$ cat config.mk
export PLATFORM = sky130hd
export DESIGN_NAME = pit_queue
export DESIGN_NICKNAME = d
export VERILOG_FILES = /design/src/pit_pkg.sv /design/src/pit_queue.sv
export SDC_FILE = /design/constraint.sdc
export NUM_CORES = 1
export LEC_CHECK = 0
export BUFFER_PORTS_ARGS = -buffer_cell sky130_fd_sc_hd__buf_2
export CAP_MARGIN = 10
export CORE_AREA = 2 2 364 366
export DETAILED_ROUTE_END_ITERATION = 16
export DIE_AREA = 0 0 366 368
export SYNTH_ARGS = -nofsm -noshare
export SYNTH_HDL_FRONTEND = slang
export SYNTH_SLANG_ARGS = --single-unit
$ cat constraint.sdc
create_clock -name i_clk -period 17 [get_ports i_clk]
set_clock_uncertainty 0.15 [all_clocks]
set_input_delay 2.55 -clock i_clk [delete_from_list [all_inputs] [get_ports i_clk]]
set_output_delay 2.55 -clock i_clk [all_outputs]
set_load 0.1 [all_outputs]
$ cat src/pit_pkg.sv
package pit_pkg;

    localparam int WORD_W   = 32;
    localparam int IDX_W    = 16;
    localparam int QDEPTH   = 4;
    localparam int QPTR_W   = 2;
    localparam int QCNT_W   = 3;
    localparam int NUM_CFG  = 6;
    localparam int CFG_IDX_W = 3;
    localparam int CFG_W    = 64;
    localparam int ACC_W    = 80;

    // particle matrix rows 0..2, element [row*4 + col], col 3 is translation
    typedef struct packed {
        logic [IDX_W-1:0]             idx;
        logic [11:0][WORD_W-1:0]      p;
    } t_pmat;

    // world rows 0..2, element [row*4 + col]
    typedef logic [11:0][WORD_W-1:0] t_world;

    function automatic logic signed [WORD_W-1:0] sat32(input logic signed [ACC_W-1:0] v);
        if (v > 80'sd2147483647) begin
            return 32'sh7fffffff;
        end else if (v < -80'sd2147483648) begin
            return 32'sh80000000;
        end else begin
            return v[WORD_W-1:0];
        end
    endfunction

endpackage

$ cat src/pit_queue.sv
module pit_queue (
    input  logic              i_clk,
    input  logic              i_rst_n,
    input  logic              i_push,
    input  pit_pkg::t_pmat    i_din,
    input  logic              i_pop,
    output logic              o_nonempty,
    output pit_pkg::t_pmat    o_head
);
    import pit_pkg::*;

    t_pmat               r_mem [QDEPTH];
    logic [QPTR_W-1:0]   r_wp, r_rp;
    logic [QCNT_W-1:0]   r_cnt;

    always_ff @(posedge i_clk) begin
        if (i_push) begin
            r_mem[r_wp] <= i_din;
        end
    end

    always_ff @(posedge i_clk) begin
        if (!i_rst_n) begin
            r_wp  <= '0;
            r_rp  <= '0;
            r_cnt <= '0;
        end else begin
            if (i_push) begin
                r_wp <= r_wp + 1'b1;
            end
            if (i_pop) begin
                r_rp <= r_rp + 1'b1;
            end
            r_cnt <= r_cnt + QCNT_W'(i_push) - QCNT_W'(i_pop);
        end
    end

    assign o_nonempty = (r_cnt != '0);
    assign o_head     = r_mem[r_rp];

endmodule

==> flow_metrics.py, run 1 <==
metrics = {
    "timing": {
        "fin_crit_sh_pct": 45.8,
        "max_freq_mhz": 128,
        "period_minus_slack_ns": 7.78,
        "setup-violations-final": 0,
        "relSlewSlack_pct": 20.0,
        "hold-worst-slack_ns": 0.399,
        "fin_tns_setup_ns": 0,
        "slew_violations": 0,
        "worst_slew_pin_slew_ns": 1.20,
        "rsz0062_at_grt": "no",
        "setup_ws_ns": 9.22,
        "finalHoldViolCount": 0,
    },
    "power_and_ir_drop": {
        "internal_power_mw": 6.84,
        "ir_drop_mv": 0.119,
        "switchingPower_mw": 2.91,
        "p_per_area_nw_per_um2": 141,
        "swShare_pct": 29.8,
        "clock_power_share_pct": 34.3,
        "leakagePower_nw": 22.9,
        "seqPwrFrac_pct": 47.3,
        "combPwrFrac_pct": 18.4,
    },
    "cells_and_area": {
        "final_util_pct": 52.8,
        "multi_input_comb_area_um2": 9250,
        "layout.cells.non_filler": 4935,
        "layout-drive-gt1-share_pct": 45.8,
        "nFillCells": 10200,
        "area_growth_syn_to_layout_pct": 17.9,
        "nets": 3445,
        "regArea_um2": 48200,
    },
    "synthesis": {
        "syn_inst": 2132,
        "avgSynthCellArea_um2": 27.5,
        "yosys_warnings": 0,
        "syn-cell-area_um2": 58600,
        "ys_types": 19,
        "ys_ff_latch": 1609,
        "synth_nets": 2543,
        "synth_seq_area_share_pct": 82.3,
    },
    "floorplanning": {
        "core_um2": 131000,
        "die_h_um": 368,
        "initial_core_util_pct": 44.8,
        "std_cell_rows": 133,
        "die_x_um": 366,
        "die_area_um2": 135000,
        "io_pins": 805,
    },
    "grt": {
        "globalRouteMet1Util_pct": 21.1,
        "gr-total-overflow": 0,
        "grt.total_usage_pct": 18.5,
        "met3_usage_pct": 6.44,
        "antenna_found_initial": 63,
        "grt_pass1_wl_um": 183000,
        "grt_pass1_vias": 27700,
        "grt.met2_usage_pct": 32.3,
        "grt_max_degree": 151,
        "grt_busiest_layer": "met2",
    },
    "cts": {
        "tritoncts": "done",
        "clockBufferDepth": 3,
        "clock_latency_ns": 0.79,
        "cts_setup_buffers": 0,
        "cts_root_buf": "clkbuf_16",
        "clk_pin_slew_worst_paths_ns": 0.06,
        "htree_levels": 4,
        "cts_resized": 0,
        "cts_buffers": 162,
        "clock_sink_count": 1609,
        "cts_hold_buf": 0,
    },
    "place": {
        "place_ws_ns": 9.77,
        "hpwlAfterDp_um": 78900,
        "portBuffers": 804,
        "placedCellCount": 4625,
        "place_congestion": 0.788,
    },
    "setup_path": {
        "cp.required_ns": 14.30,
        "worst_setup_path_end_kind": "primary output",
        "crit_type": "reg2out",
        "critPathLaunchType": "flip-flop",
        "reg2reg_from": "r_wp[0]",
        "worstPathArrival_ns": 5.08,
        "path_max_fanout": 48,
        "r2r_cells": 5,
        "rrSetupSlack_ns": 12.49,
        "reg2reg_to": "r_mem[3][366]",
    },
    "detailed_routing": {
        "detail_route.wl_per_cell_um": 25.4,
        "route.detailed.drc": 0,
        "drtIter0Drc": 1758,
        "firstDrtPassIters": 6,
        "ant_nets": 0,
        "routed_wirelength_um": 126000,
        "viasPerCell": 5.28,
        "vias": 26000,
    },
    "min_path": {
        "hold_path_class": "reg2reg",
        "hp-start": "r_wp[1]",
        "holdPathEnd": "r_wp[1]",
        "hold_depth": 2,
    },
    "run_status": {
        "outcome": "complete, no violations",
    },
    "flow_run": {
        "cap_violations": 0,
    },
}
## cell families after synthesis
family	share of synthesized area [%]
simple gates	0.120
fa+ha+maj	0.162
compound gates	0.0256
mux	15.4
xor+xnor	0.0705
flops	82.3
buf+inv	1.95
## synth_stat cells
master / n / area share (%)
dfxtp_1: 9 / 0.31
a21bo_2: 1 / 0.017
xor3_1: 1 / 0.041
a21oi_1: 1 / 0.0085
nand3b_1: 1 / 0.013
buf_2: 44 / 0.38
clkbuf_1: 1 / 0.0064
buf_12: 44 / 1.5
edfxtp_1: 1600 / 82
buf_6: 1 / 0.019
fa_1: 1 / 0.034
inv_1: 7 / 0.045
ha_1: 6 / 0.13
mux4_2: 400 / 15
mux2i_1: 1 / 0.017
or3_1: 1 / 0.011
and2_1: 6 / 0.064
xnor2_1: 2 / 0.030
nor2_1: 5 / 0.032
## metrics by stage
step / instance area (µm²) / power [mW]
after CTS: 69000 / 9.86
after detailed placement: 64000 / 6.50
after global routing: 69100 / 10.0
after floorplan: 58600 / 6.24
after global placement: 64000 / 6.48
final: 69100 / 9.74
## how the worst max path moves through the flow
stage              start          end  cells after the start
6_report       flip-flop  o_head[365]                      5
5_1_grt        flip-flop  o_head[365]                      5
4_1_cts        flip-flop  o_head[365]                      5
3_5_place_dp   flip-flop  o_head[365]                      5
3_3_place_gp   flip-flop  o_head[333]                      5
2_1_floorplan     i_push  r_mem[0][0]                      1
## cell type report
class | count | area share [%]
multi-input combinational | 426 | 13.4
antenna | 15 | 0.0543
clock buffer | 212 | 6.23
timing repair buffer | 828 | 6.29
tap | 1755 | 3.18
sequential | 1609 | 69.8
inverter | 7 | 0.0380
clock inverter | 83 | 0.989
## state kept, by name (all words and copies together), names as in the netlist, named ones only
signal and flops:
r_rp 2, r_mem 1600, r_wp 2, r_cnt 3
## routing by layer
metal	wire length (µm)	share of wire, %
met1	45700	36
met2	66100	53
met3	9500	7.6
met4	3880	3.1
met5	331	0.26
## placed cells by master, fill, tap and decap left out, types with 4 or more instances in the layout
| cell | n |
|---|---|
| buf_12 | 11 |
| ha_1 | 6 |
| mux4_2 | 400 |
| clkinv_1 | 35 |
| buf_4 | 13 |
| buf_2 | 804 |
| clkbuf_1 | 47 |
| nor2_1 | 5 |
| bufinv_16 | 9 |
| clkbuf_16 | 165 |
| inv_6 | 8 |
| inv_1 | 7 |
| edfxtp_1 | 1600 |
| and2_4 | 4 |
| clkinv_2 | 26 |
| diode_2 | 15 |
| dfxtp_1 | 7 |
## critical path: stages, from the launching register on
cell and delay, ns:
dfxtp_4 0.75, buf_4 0.84, buf_4 0.90, buf_4 0.70, mux4_2 0.60, buf_2 0.31
## power groups by stage
stage	Clock (mW)	Sequential [mW]	Combinational, mW
after CTS	3.43	4.61	1.81
final	3.34	4.61	1.79
after floorplan	0	4.75	1.49
after detailed placement	0	4.70	1.81
after global placement	0	4.68	1.80
after global routing	3.58	4.62	1.84
Power figures use the tool's default switching activity.
==> run 2: changes to the inputs <==
- ABC_AREA: default -> 1
- CORE_AREA: 2 2 364 366 -> 2 2 379 381
- DIE_AREA: 0 0 366 368 -> 0 0 381 383
- PLACE_DENSITY: default -> 0.67
- clock period: 17 -> 6.4 ns (I/O delays scaled with it)
==> flow_metrics.py, run 2 <==
metrics = {
    "setup_path": {
        "reg2reg_from": "r_wp[0]",
        "critPathLaunchType": "flip-flop",
        "critPathSlowestCell": "dfxtp_4",
        "cp_top_family": "buffers and inverters",
        "slowest_delay_ns": 0.97,
        "rrSetupSlack_ns": 3.53,
        "cp.required_ns": 5.29,
        "path_max_fanout": 232,
        "crit_buf_inv": 2,
        "worstPathArrival_ns": 3.47,
        "worst_setup_path_end_kind": "primary output",
        "crit_type": "reg2out",
        "crit_chain": "buf_12 > o21ai_0 > nand2_1 > buf_2",
    },
    "timing": {
        "rsz0062_at_grt": "no",
        "relSlewSlack_pct": 27.6,
        "slew_violations": 0,
        "period_minus_slack_ns": 4.58,
        "fin_crit_sh_pct": 71.6,
        "worst_slew_pin_slew_ns": 1.09,
        "max_freq_mhz": 218,
        "setup-violations-final": 0,
        "finalHoldViolCount": 0,
    },
    "cts": {
        "tritoncts": "done",
        "htree_levels": 4,
        "clk_pin_slew_worst_paths_ns": 0.06,
        "cts_setup_buffers": 0,
        "cts_buffers": 164,
        "cts_root_buf": "clkbuf_16",
        "cts_hold_buf": 0,
        "clock_sink_count": 1609,
        "cts_resized": 0,
        "clockBufferDepth": 3,
        "clock_latency_ns": 0.77,
    },
    "cells_and_area": {
        "nFillCells": 11800,
        "top_register": "r_mem",
        "area_growth_syn_to_layout_pct": 16.9,
        "layout-drive-gt1-share_pct": 19.5,
        "top_regs": "r_mem x1600, r_cnt x3",
        "mostFrequentLayoutCell": "edfxtp_1",
        "multi_input_comb_area_um2": 10300,
        "regArea_um2": 48200,
        "nets": 5904,
        "final_util_pct": 52.0,
        "final_cell_mix": "edfxtp_1, inv_1, nand2_1",
        "stdcell_area_um2": 74000,
        "largest_reg_flops": 1600,
    },
    "synthesis": {
        "synth_flop_cell": "edfxtp_1",
        "synth_seq_area_share_pct": 76.1,
        "yosys.area.top_type": "edfxtp_1",
        "synth_edf_count": 1600,
        "synth_commonest_cells": "edfxtp_1, inv_1, nand2_1",
        "yosys_warnings": 0,
        "yosysMostFrequentCell": "edfxtp_1",
        "syn_inst": 4721,
        "ys_ff_latch": 1609,
        "synth_top_area_share_pct": 75.8,
        "synth_nets": 5132,
        "ys_types": 15,
        "avgSynthCellArea_um2": 13.4,
        "ys_async_sr_fraction_pct": 0,
        "yosys-top-cells-area": "edfxtp_1, inv_1, nand2_1, o211ai_1, a21oi_1",
        "syn-cell-area_um2": 63400,
    },
    "place": {
        "dpl_cell_area_um2": 68800,
        "portBuffers": 804,
        "place_congestion": 0.810,
        "hpwlAfterDp_um": 90800,
    },
    "power_and_ir_drop": {
        "leakagePower_nw": 28.4,
        "ir_drop_mv": 0.320,
        "p_per_area_nw_per_um2": 351,
        "power_mw": 26.0,
    },
    "floorplanning": {
        "die_area_um2": 146000,
        "initial_core_util_pct": 44.5,
        "core_um2": 142000,
        "die_x_um": 381,
        "die_h_um": 383,
        "io_pins": 805,
        "std_cell_rows": 139,
    },
    "min_path": {
        "hold_path_class": "in2reg",
        "hp-start": "i_din[316]",
    },
    "grt": {
        "grt_pass1_vias": 35600,
        "antenna_found_initial": 73,
        "grt_pass1_wl_um": 212000,
        "grt_max_degree": 233,
        "gr-total-overflow": 0,
        "grt.total_usage_pct": 19.0,
    },
    "detailed_routing": {
        "routed_wirelength_um": 143000,
        "drtIter0Drc": 2724,
        "viasPerCell": 4.99,
        "vias": 37700,
        "detail_route.wl_per_cell_um": 19.0,
        "ant_nets": 0,
        "firstDrtPassIters": 5,
        "route.detailed.drc": 0,
    },
    "flow_run": {
        "cap_violations": 0,
    },
    "run_status": {
        "outcome": "complete, no violations",
    },
}
-- run 2: changes by cell type after synthesis, moves of 6 or more --
cell,before,now
buf_2,44,134
buf_6,1,91
o211ai_1,0,400
and2_1,6,0
clkbuf_1,1,39
buf_12,44,0
o21ai_0,0,404
nand2_1,0,810
mux4_2,400,0
a21oi_1,1,406
inv_1,7,815
-- run 2: power by group --
| part | leakage (nW) | internal, mW | switching, mW |
|---|---|---|---|
| logic | 11.2 | 0.670 | 3.96 |
| registers | 14.8 | 12.1 | 0.108 |
| clock network | 2.50 | 5.26 | 3.90 |
-- run 2: through the flow --
| step | hold slack (ns) | std cells | TNS, ns | setup slack [ns] |
|---|---|---|---|---|
| global placement | 0.286 | 7230 | 0 | 2.68 |
| global route | 0.172 | 7552 | 0 | 1.54 |
| floorplan | 0.286 | 4721 | -1827.82 | -1.14 |
| CTS | 0.147 | 7524 | 0 | 1.73 |
| detailed placement | 0.295 | 7230 | 0 | 2.65 |
| finish | 0.234 | 7558 | 0 | 1.82 |
-- run 2: layout make-up --
cell class                      instances  share of cell area (%)
Clock inverter                         82                    1.10
Sequential cell                      1609                    65.1
Multi-Input combinational cell       2030                    13.9
Inverter                              815                    4.15
Clock buffer                          212                    5.87
Timing Repair Buffer                  873                    6.54
Antenna cell                           34                   0.115
Tap cell                             1903                    3.22
-- run 2: worst paths after layout --
path              endpoint  cells past startpoint
max            o_head[102]                      4
min          r_mem[0][316]                      1
min reg2reg      flip-flop                      2
max reg2reg  r_mem[0][107]                      5
-- run 2: logic make-up (layout without fill, tap and decap cells) --
logic type | Yosys count | count (layout) | synth area share [%]
flip-flops | 1609 | 1609 | 76.1
AO/OA/AOI/OAI | 1210 | 1210 | 11.1
buffers and inverters | 1082 | 1982 | 7.77
AND/OR/NAND/NOR | 813 | 813 | 4.82
adder cells (fa/ha/maj) | 7 | 7 | 0.150
other | 0 | 34 | 0
-- run 2: routing by layer --
metal / share of wire [%] / wire length, µm / track usage [%] / vias to the layer above
met5: 0.20 / 287 / 0 / -
met4: 4.2 / 6020 / 9.51 / 46
met3: 7.4 / 10600 / 5.58 / 368
met2: 50 / 72000 / 31.7 / 1077
met1: 38 / 54400 / 22.5 / 18100
li1: - / - / - / 18100
